===== src/hw/rtl/lfu_ct_pkg.sv =====
// Shared types and constants for the LFU cache table.
package lfu_ct_pkg;

    localparam int unsigned FUNC_W  = 1;
    localparam int unsigned KEY_W   = 32;
    localparam int unsigned VALUE_W = 32;
    localparam int unsigned COUNT_W = 32;
    localparam int unsigned STAMP_W = 48;
    localparam int unsigned CAP_W   = 5;

    localparam logic [FUNC_W-1:0]  FUNC_GET = 1'b0;
    localparam logic [FUNC_W-1:0]  FUNC_PUT = 1'b1;

    localparam logic [CAP_W-1:0]   CAP_RESET   = 5'd16;
    localparam logic [STAMP_W-1:0] CLOCK_RESET = 48'd1;
    localparam logic [COUNT_W-1:0] COUNT_FIRST = 32'd1;
    localparam logic [COUNT_W-1:0] COUNT_MAX   = 32'hFFFF_FFFF;

    typedef enum logic [1:0] {
        ST_IDLE,
        ST_SCAN,
        ST_DRAIN,
        ST_WRITE
    } state_t;

endpackage


===== src/hw/rtl/lfu_ct_req_if.sv =====
// Request channel: access function, key and value with valid/ready.
interface lfu_ct_req_if;
    logic                                valid;
    logic                                ready;
    logic [lfu_ct_pkg::FUNC_W-1:0]       func;
    logic [lfu_ct_pkg::KEY_W-1:0]        key;
    logic [lfu_ct_pkg::VALUE_W-1:0]      value;

    modport source (output valid, output func, output key, output value, input ready);
    modport sink   (input valid, input func, input key, input value, output ready);
endinterface


===== src/hw/rtl/lfu_ct_rsp_if.sv =====
// Response channel: hit, read value and eviction report with valid/ready.
interface lfu_ct_rsp_if;
    logic                                valid;
    logic                                ready;
    logic                                hit;
    logic [lfu_ct_pkg::VALUE_W-1:0]      read_value;
    logic                                evicted;
    logic [lfu_ct_pkg::KEY_W-1:0]        evicted_key;

    modport source (output valid, output hit, output read_value, output evicted,
                    output evicted_key, input ready);
    modport sink   (input valid, input hit, input read_value, input evicted,
                    input evicted_key, output ready);
endinterface


===== src/hw/rtl/lfu_cache_table_top.sv =====
// LFU cache table: fully associative key/value store, LFU eviction, LRU tie-break.
//
// Channels: req (func/key/value) in, rsp (hit/read_value/evicted/evicted_key)
// out, both valid/ready; a request is taken when valid and ready are high.
// cfg_wr_en/cfg_wr_data write the capacity register (write it only when idle).
// Each request, after acceptance, scans every table entry, then writes back:
// one table entry is read per cycle from the entry memory, the drain state
// finishes the last compare, and the write state writes back and loads the
// response register. The next request is taken in the cycle after that.
// A response held by a stalled receiver does not block the next request's
// scan; only its write-back waits until the response register is free.
// Reset clears all valid bits, sets capacity to 16, the use clock to 1 and
// the occupancy to 0; the block is ready right after reset.
// Capacity above ENTRIES acts as ENTRIES; zero capacity ignores new keys.
// Use counts saturate; the 48-bit use clock wraps.
module lfu_cache_table_top #(
    parameter int unsigned ENTRIES  = 16,
    parameter int unsigned KEY_BITS = 32
) (
    input  logic                              clk,
    input  logic                              rst_n,
    input  logic                              cfg_wr_en,
    input  logic [lfu_ct_pkg::CAP_W-1:0]      cfg_wr_data,
    lfu_ct_req_if.sink                        req,
    lfu_ct_rsp_if.source                      rsp
);

    localparam int unsigned IDX_W = (ENTRIES > 1) ? $clog2(ENTRIES) : 1;
    localparam int unsigned OCC_W = $clog2(ENTRIES + 1);
    localparam int unsigned CMP_W = (OCC_W > lfu_ct_pkg::CAP_W) ? OCC_W : lfu_ct_pkg::CAP_W;
    localparam logic [IDX_W-1:0] LAST_IDX = IDX_W'(ENTRIES - 1);
    localparam logic [CMP_W-1:0] ENTRIES_C = CMP_W'(ENTRIES);

    // entry memories, one write port and one registered read port
    logic [KEY_BITS-1:0]                key_mem   [ENTRIES];
    logic [lfu_ct_pkg::VALUE_W-1:0]     data_mem  [ENTRIES];
    logic [lfu_ct_pkg::COUNT_W-1:0]     count_mem [ENTRIES];
    logic [lfu_ct_pkg::STAMP_W-1:0]     stamp_mem [ENTRIES];

    logic [ENTRIES-1:0]                 valid_reg;
    logic [lfu_ct_pkg::CAP_W-1:0]       capacity_reg;
    logic [lfu_ct_pkg::STAMP_W-1:0]     clock_reg;
    logic [OCC_W-1:0]                   occupied_reg;

    lfu_ct_pkg::state_t                 state_reg, state_next;
    logic [IDX_W-1:0]                   scan_idx_reg;

    logic [lfu_ct_pkg::FUNC_W-1:0]      func_reg;
    logic [KEY_BITS-1:0]                key_reg;
    logic [lfu_ct_pkg::VALUE_W-1:0]     value_reg;

    // read stage
    logic                               rd_live_reg;
    logic [IDX_W-1:0]                   rd_idx_reg;
    logic [KEY_BITS-1:0]                rd_key_reg;
    logic [lfu_ct_pkg::VALUE_W-1:0]     rd_data_reg;
    logic [lfu_ct_pkg::COUNT_W-1:0]     rd_count_reg;
    logic [lfu_ct_pkg::STAMP_W-1:0]     rd_stamp_reg;

    // search results
    logic                               found_reg;
    logic [IDX_W-1:0]                   match_idx_reg;
    logic [lfu_ct_pkg::VALUE_W-1:0]     match_data_reg;
    logic [lfu_ct_pkg::COUNT_W-1:0]     match_count_reg;
    logic                               have_vict_reg;
    logic [IDX_W-1:0]                   vict_idx_reg;
    logic [KEY_BITS-1:0]                vict_key_reg;
    logic [lfu_ct_pkg::COUNT_W-1:0]     vict_count_reg;
    logic [lfu_ct_pkg::STAMP_W-1:0]     vict_stamp_reg;
    logic                               have_free_reg;
    logic [IDX_W-1:0]                   free_idx_reg;

    // response register
    logic                               out_valid_reg;
    logic                               out_hit_reg;
    logic [lfu_ct_pkg::VALUE_W-1:0]     out_value_reg;
    logic                               out_evicted_reg;
    logic [lfu_ct_pkg::KEY_W-1:0]       out_evict_key_reg;

    // control
    logic                               accept;
    logic                               scan_en;
    logic                               wr_slot;
    logic                               rd_entry_valid;
    logic                               is_match;
    logic                               is_better;

    // write-back decision
    logic                               do_write;
    logic                               do_alloc;
    logic                               do_evict;
    logic [IDX_W-1:0]                   wr_idx;
    logic [lfu_ct_pkg::VALUE_W-1:0]     wr_data;
    logic [lfu_ct_pkg::COUNT_W-1:0]     wr_count;
    logic [CMP_W-1:0]                   cap_eff;
    logic [CMP_W-1:0]                   occ_ext;
    logic                               resp_hit;
    logic [lfu_ct_pkg::VALUE_W-1:0]     resp_value;

    // next state
    always_comb
    begin
        state_next = state_reg;
        unique case (state_reg)
            lfu_ct_pkg::ST_IDLE:
            begin
                if (req.valid)
                begin
                    state_next = lfu_ct_pkg::ST_SCAN;
                end
            end
            lfu_ct_pkg::ST_SCAN:
            begin
                if (scan_idx_reg == LAST_IDX)
                begin
                    state_next = lfu_ct_pkg::ST_DRAIN;
                end
            end
            lfu_ct_pkg::ST_DRAIN:
            begin
                state_next = lfu_ct_pkg::ST_WRITE;
            end
            lfu_ct_pkg::ST_WRITE:
            begin
                if (!out_valid_reg || rsp.ready)
                begin
                    state_next = lfu_ct_pkg::ST_IDLE;
                end
            end
            default:
            begin
                state_next = lfu_ct_pkg::ST_IDLE;
            end
        endcase
    end

    // FSM outputs
    always_comb
    begin
        req.ready = 1'b0;
        scan_en   = 1'b0;
        wr_slot   = 1'b0;
        unique case (state_reg)
            lfu_ct_pkg::ST_IDLE:  req.ready = 1'b1;
            lfu_ct_pkg::ST_SCAN:  scan_en   = 1'b1;
            lfu_ct_pkg::ST_DRAIN: ;
            lfu_ct_pkg::ST_WRITE: wr_slot   = !out_valid_reg || rsp.ready;
            default: ;
        endcase
    end

    assign accept = req.valid && req.ready;

    // compare stage
    assign rd_entry_valid = rd_live_reg && valid_reg[rd_idx_reg];
    assign is_match       = rd_entry_valid && (rd_key_reg == key_reg);
    assign is_better      = rd_entry_valid &&
                            (!have_vict_reg || (rd_count_reg < vict_count_reg) ||
                             ((rd_count_reg == vict_count_reg) &&
                              (rd_stamp_reg < vict_stamp_reg)));

    // write-back decision
    always_comb
    begin
        cap_eff = CMP_W'(capacity_reg);
        if (cap_eff > ENTRIES_C)
        begin
            cap_eff = ENTRIES_C;
        end
        occ_ext    = CMP_W'(occupied_reg);
        do_write   = 1'b0;
        do_alloc   = 1'b0;
        do_evict   = 1'b0;
        wr_idx     = match_idx_reg;
        wr_data    = value_reg;
        wr_count   = lfu_ct_pkg::COUNT_FIRST;
        resp_hit   = 1'b0;
        resp_value = '0;
        priority if (found_reg)
        begin
            do_write = 1'b1;
            resp_hit = 1'b1;
            wr_count = (match_count_reg == lfu_ct_pkg::COUNT_MAX) ?
                       match_count_reg : match_count_reg + 1'b1;
            if (func_reg == lfu_ct_pkg::FUNC_GET)
            begin
                wr_data    = match_data_reg;
                resp_value = match_data_reg;
            end
        end
        else if (func_reg == lfu_ct_pkg::FUNC_GET || cap_eff == '0)
        begin
            // miss on get, or nothing may be stored: no change
        end
        else if (occ_ext >= cap_eff && have_vict_reg)
        begin
            do_write = 1'b1;
            do_evict = 1'b1;
            wr_idx   = vict_idx_reg;
        end
        else if (have_free_reg)
        begin
            do_write = 1'b1;
            do_alloc = 1'b1;
            wr_idx   = free_idx_reg;
        end
        else
        begin
            // no slot picked yet: no change
        end
    end

    // memory write and read
    always_ff @(posedge clk)
    begin
        if (wr_slot && do_write)
        begin
            key_mem[wr_idx]   <= key_reg;
            data_mem[wr_idx]  <= wr_data;
            count_mem[wr_idx] <= wr_count;
            stamp_mem[wr_idx] <= clock_reg;
        end
        if (scan_en)
        begin
            rd_key_reg   <= key_mem[scan_idx_reg];
            rd_data_reg  <= data_mem[scan_idx_reg];
            rd_count_reg <= count_mem[scan_idx_reg];
            rd_stamp_reg <= stamp_mem[scan_idx_reg];
        end
    end

    // payload registers
    always_ff @(posedge clk)
    begin
        if (accept)
        begin
            func_reg  <= req.func;
            key_reg   <= KEY_BITS'(req.key);
            value_reg <= req.value;
        end
        rd_idx_reg <= scan_idx_reg;
        if (is_match && !found_reg)
        begin
            match_idx_reg   <= rd_idx_reg;
            match_data_reg  <= rd_data_reg;
            match_count_reg <= rd_count_reg;
        end
        if (is_better)
        begin
            vict_idx_reg   <= rd_idx_reg;
            vict_key_reg   <= rd_key_reg;
            vict_count_reg <= rd_count_reg;
            vict_stamp_reg <= rd_stamp_reg;
        end
        if (rd_live_reg && !valid_reg[rd_idx_reg] && !have_free_reg)
        begin
            free_idx_reg <= rd_idx_reg;
        end
        if (wr_slot)
        begin
            out_hit_reg       <= resp_hit;
            out_value_reg     <= resp_value;
            out_evicted_reg   <= do_evict;
            out_evict_key_reg <= do_evict ? lfu_ct_pkg::KEY_W'(vict_key_reg) : '0;
        end
    end

    // control registers
    always_ff @(posedge clk or negedge rst_n)
    begin
        if (!rst_n)
        begin
            state_reg     <= lfu_ct_pkg::ST_IDLE;
            scan_idx_reg  <= '0;
            rd_live_reg   <= 1'b0;
            found_reg     <= 1'b0;
            have_vict_reg <= 1'b0;
            have_free_reg <= 1'b0;
            valid_reg     <= '0;
            capacity_reg  <= lfu_ct_pkg::CAP_RESET;
            clock_reg     <= lfu_ct_pkg::CLOCK_RESET;
            occupied_reg  <= '0;
            out_valid_reg <= 1'b0;
        end
        else
        begin
            state_reg   <= state_next;
            rd_live_reg <= scan_en;
            if (cfg_wr_en)
            begin
                capacity_reg <= cfg_wr_data;
            end
            if (accept)
            begin
                scan_idx_reg  <= '0;
                found_reg     <= 1'b0;
                have_vict_reg <= 1'b0;
                have_free_reg <= 1'b0;
            end
            else
            begin
                if (scan_en)
                begin
                    scan_idx_reg <= scan_idx_reg + 1'b1;
                end
                if (is_match)
                begin
                    found_reg <= 1'b1;
                end
                if (is_better)
                begin
                    have_vict_reg <= 1'b1;
                end
                if (rd_live_reg && !valid_reg[rd_idx_reg])
                begin
                    have_free_reg <= 1'b1;
                end
            end
            if (wr_slot && do_write)
            begin
                valid_reg[wr_idx] <= 1'b1;
                clock_reg         <= clock_reg + 1'b1;
            end
            if (wr_slot && do_alloc)
            begin
                occupied_reg <= occupied_reg + 1'b1;
            end
            // hold the response until taken, reload on write-back
            if (wr_slot)
            begin
                out_valid_reg <= 1'b1;
            end
            else if (rsp.ready)
            begin
                out_valid_reg <= 1'b0;
            end
        end
    end

    assign rsp.valid       = out_valid_reg;
    assign rsp.hit         = out_hit_reg;
    assign rsp.read_value  = out_value_reg;
    assign rsp.evicted     = out_evicted_reg;
    assign rsp.evicted_key = out_evict_key_reg;

endmodule


===== src/flat_wrapper.sv =====
// flat-port wrapper written by rule: the top's interface ports become plain ports
module lfu_cache_table_top_flat 
#(
    parameter int unsigned ENTRIES  = 16,
    parameter int unsigned KEY_BITS = 32
)
  (clk, rst_n, cfg_wr_en, cfg_wr_data, req_valid, req_func, req_key, req_value, req_ready, rsp_valid, rsp_hit, rsp_read_value, rsp_evicted, rsp_evicted_key, rsp_ready);
  lfu_ct_req_if req_i ();
  lfu_ct_rsp_if rsp_i ();
  input  logic clk;
  input  logic rst_n;
  input  logic cfg_wr_en;
  input  logic [lfu_ct_pkg::CAP_W-1:0] cfg_wr_data;
  input wire logic [$bits(req_i.valid)-1:0] req_valid;
  input wire logic [$bits(req_i.func)-1:0] req_func;
  input wire logic [$bits(req_i.key)-1:0] req_key;
  input wire logic [$bits(req_i.value)-1:0] req_value;
  output wire logic [$bits(req_i.ready)-1:0] req_ready;
  output wire logic [$bits(rsp_i.valid)-1:0] rsp_valid;
  output wire logic [$bits(rsp_i.hit)-1:0] rsp_hit;
  output wire logic [$bits(rsp_i.read_value)-1:0] rsp_read_value;
  output wire logic [$bits(rsp_i.evicted)-1:0] rsp_evicted;
  output wire logic [$bits(rsp_i.evicted_key)-1:0] rsp_evicted_key;
  input wire logic [$bits(rsp_i.ready)-1:0] rsp_ready;
  assign req_i.valid = req_valid;
  assign req_i.func = req_func;
  assign req_i.key = req_key;
  assign req_i.value = req_value;
  assign req_ready = req_i.ready;
  assign rsp_valid = rsp_i.valid;
  assign rsp_hit = rsp_i.hit;
  assign rsp_read_value = rsp_i.read_value;
  assign rsp_evicted = rsp_i.evicted;
  assign rsp_evicted_key = rsp_i.evicted_key;
  assign rsp_i.ready = rsp_ready;
  lfu_cache_table_top #(.ENTRIES(ENTRIES), .KEY_BITS(KEY_BITS)) u_core (.clk(clk), .rst_n(rst_n), .cfg_wr_en(cfg_wr_en), .cfg_wr_data(cfg_wr_data), .req(req_i), .rsp(rsp_i));
endmodule

===== config.mk =====
export PLATFORM = sky130hd
export DESIGN_NAME = lfu_cache_table_top_flat
export DESIGN_NICKNAME = d
export VERILOG_FILES = /design/src/hw/rtl/lfu_ct_pkg.sv /design/src/hw/rtl/lfu_ct_req_if.sv /design/src/hw/rtl/lfu_ct_rsp_if.sv /design/src/hw/rtl/lfu_cache_table_top.sv /design/src/flat_wrapper.sv
export SDC_FILE = /design/constraint.sdc
export NUM_CORES = 2
export LEC_CHECK = 0
export BUFFER_PORTS_ARGS = -buffer_cell sky130_fd_sc_hd__buf_2
export CAP_MARGIN = 15
export CORE_ASPECT_RATIO = 1.5
export CORE_MARGIN = 1.5
export CORE_UTILIZATION = 65
export CTS_CLUSTER_DIAMETER = 120
export CTS_CLUSTER_SIZE = 24
export DETAILED_ROUTE_END_ITERATION = 12
export GPL_ROUTABILITY_DRIVEN = 0
export PLACE_DENSITY = 0.79
export RECOVER_POWER = 50
export SKIP_CTS_REPAIR_TIMING = 1
export SYNTH_ARGS = -nofsm -noshare
export SYNTH_HDL_FRONTEND = slang
export SYNTH_SLANG_ARGS = --single-unit
export TNS_END_PERCENT = 100

===== constraint.sdc =====
create_clock -name clk -period 18.1 [get_ports clk]
set_clock_uncertainty 0.05 [all_clocks]
set_input_delay 5.43 -clock clk [delete_from_list [all_inputs] [get_ports clk]]
set_output_delay 5.43 -clock clk [all_outputs]
set_load 0.02 [all_outputs]

==> metrics <==
antenna violations before repair 7; final setup violating endpoints 0; CTS root buf clkbuf_16; clock slew at reported path FFs 0.09 ns; Final ANT Viol Nets 0; post-placement cell area 112,000 sq um; Crit path required time 18.61 ns; grt total ovfl 0; GRT Util Overall 0.298; Pwr Density 123 nW/um^2; run status finished with violations; Largest register FFs ~770; Starting Density 0.654; RSZ-0062 raised after global routing no; synth unique cells 62; final hold slack 0.377 ns; first-pass GRT wire length 355,000 um; Int Pwr 10.5 mW; critical path peak fanout 145; max_slew headroom -5.33; DP Worst Slack 7.60 ns; Sequential Area 85,300 sq um; Port-buffer cells roughly 140; DIE AREA 169,000 sq um; Crit. End Element flop; Clock power frac 0.240; Slew @ Worst Pin 9.50 ns; Comb pwr share 0.194; Core Area roughly 170,000 sq um; EDFF count, synth 2,767; HP Class reg -> reg; sequential power share 0.567; cell area after synthesis 108,000 sq um; number of buffers created by CTS roughly 140; Layout Nets 4,967; Sw Share 0.259; Seq/Total Area, Yosys 0.788; flop and latch count out of synthesis 2,856; Net Count, Synth 4,778; crit path time final 13.08 ns; post-route setup slack 5.02 ns; # fillers about 9,000; layout cells sized above 1 0.231; placement row count between 150 and 200; Slew Limit Fails 850; Sw Pwr about 3.7 mW; Crit Path Category reg -> reg; maximum VDD drop around 0.00014 V; DP Cell Count 6,877; drt pass-1 iters 5; area delta synth->final 6.87%; starting DRC count in detailed routing 6,535; Power Total 14.2 mW; fmax 76.4 MHz; crit path DAT 13.60 ns; Ys Warns 0; final hold viol count 0; Design Area, Final ~120,000 sq um; H-tree Lvls 4; failing checks max-capacitance violations, max-slew violations; Multi-input gate area 21,900 sq um; Die Y 503 um; CTS sink cnt 2,856; Util after Layout 0.699; Main synth FF type edfxtp_1; commonest non-fill, non-tap cells in the layout edfxtp_1 (2,767), mux4_2 (725), buf_2 (142), clkbuf_16 (141), inv_1 (103); async set-reset flop share out of synthesis 0.0298; commonest non-fill, non-tap cell in the layout edfxtp_1; clock latency on the worst-skew pair slightly above 0.8 ns; vias around 49,000; clock tree buffer depth 3; Largest Register u_core.stamp_mem; largest net degree at the start of global routing 146; Pleak 35.3 nW; Remaining DRCs 0; number of global-route vias before repair 51,000; Detailed Place HPWL about 130,000 um; Post-Route WL 247,000 um; Tcrit/Tclk final 0.723; Syn Area/Cell between 20 and 25 sq um; Setup TNS Final 0 ns; CTS tree built; die width about 340 um; maxcap violations 18; DR WL/cell roughly 35 um; via-per-instance ratio 6.98; io pins 143; Cell Count, Final, Fillers Out 7,090; post-synthesis cell count ~4,600; crit start category flop
## worst max-delay path, stage by stage (launching register included)
cell,delay (ns)
dfrtp_1,2.47
clkbuf_1,6.77
buf_4,1.45
buf_4,0.85
mux4_2,0.45
mux4_2,0.51
## layout make-up
type / instances / area share
flip-flops and latches: 2856 / 0.738
multi-input cells: 1466 / 0.189
clock buffers: 198 / 0.0324
well taps: 2220 / 0.0240
repair buffers: 236 / 0.0125
inverters: 104 / 0.00338
clock inverters: 7 / 0.000887
diodes: 3 / 0.0000649
## kinds of logic after synthesis
family,share of synthesized area
DFF,0.788
adders and majority gates,0.0106
xor gates and xnor gates,0.00906
and+or+nand+nor,0.0187
muxes,0.155
buffers and inverters,0.0106
AOI/OAI and AO/OA,0.00758
## cells in the mapped netlist (2+ instances only)
cell type  number  area share
and3_1         46      0.0027
buf_1          29      0.0010
clkbuf_1      106      0.0037
a211oi_1        8     0.00055
a21oi_1        33      0.0015
o21bai_1       16      0.0011
a31oi_1         4     0.00023
nand4_1        37      0.0021
a21o_1         13     0.00090
nand4_4         2     0.00039
a32oi_1         2     0.00016
nand2b_1        9     0.00052
and4_4          2     0.00021
and4_1         12     0.00097
xnor2_1        35      0.0028
nor4_2          2     0.00023
nand3_1        31      0.0014
nor4_1         16     0.00092
mux2_2         38      0.0040
inv_1         103      0.0036
dfstp_2         2     0.00049
or3_1           3     0.00017
dfxtp_1         4     0.00074
o211ai_1        3     0.00021
o31ai_1         3     0.00021
xor2_1         77      0.0062
nand3b_1        3     0.00021
o21ai_0        27      0.0012
buf_2          50      0.0023
nand2_1        58      0.0020
nor3_1         20     0.00092
nor2b_1         5     0.00029
nor2_1         78      0.0027
dfrtp_1        83       0.019
nor3b_1         2     0.00014
mux2i_1         5     0.00046
o21a_1          2     0.00014
edfxtp_1     2767        0.77
mux4_2        725        0.15
and2_1         37      0.0021
ha_1           92       0.011
## power groups by stage
stage	clock network, mW	logic (mW)	registers, mW
after floorplan	0	1.99	8.12
after global placement	0	2.59	8.15
after detailed placement	0	2.63	8.17
after CTS	3.43	2.67	8.03
after global routing	3.63	2.91	8.07
final	3.40	2.75	8.04
## final timing paths
check / to / slack [ns] / depth (start not counted) / start
max reg2reg: u_core.rd_key_reg[23] / 5.02 / 5 / u_core.scan_idx_reg[1]
max in group asynchronous: u_core.scan_idx_reg[2] / 12.13 / 2 / rst_n
min in group asynchronous: u_core.clock_reg[39] / 4.41 / 1 / rst_n
max: u_core.rd_key_reg[23] / 5.02 / 5 / u_core.scan_idx_reg[1]
min reg2reg: u_core.match_data_reg[22] / 0.38 / 0 / u_core.rd_data_reg[22]
min: u_core.match_data_reg[22] / 0.38 / 0 / u_core.rd_data_reg[22]
## layer usage
| metal | part of all wire | global-route usage | up-vias |
|---|---|---|---|
| met5 | 0.00017 | 0 | - |
| met4 | 0.044 | 0.122 | 6 |
| met3 | 0.078 | 0.0421 | 528 |
| met2 | 0.53 | 0.519 | 2986 |
| met1 | 0.35 | 0.382 | 26400 |
| li1 | - | - | 19600 |
No activity file was read; power rests on OpenSTA's default activity.
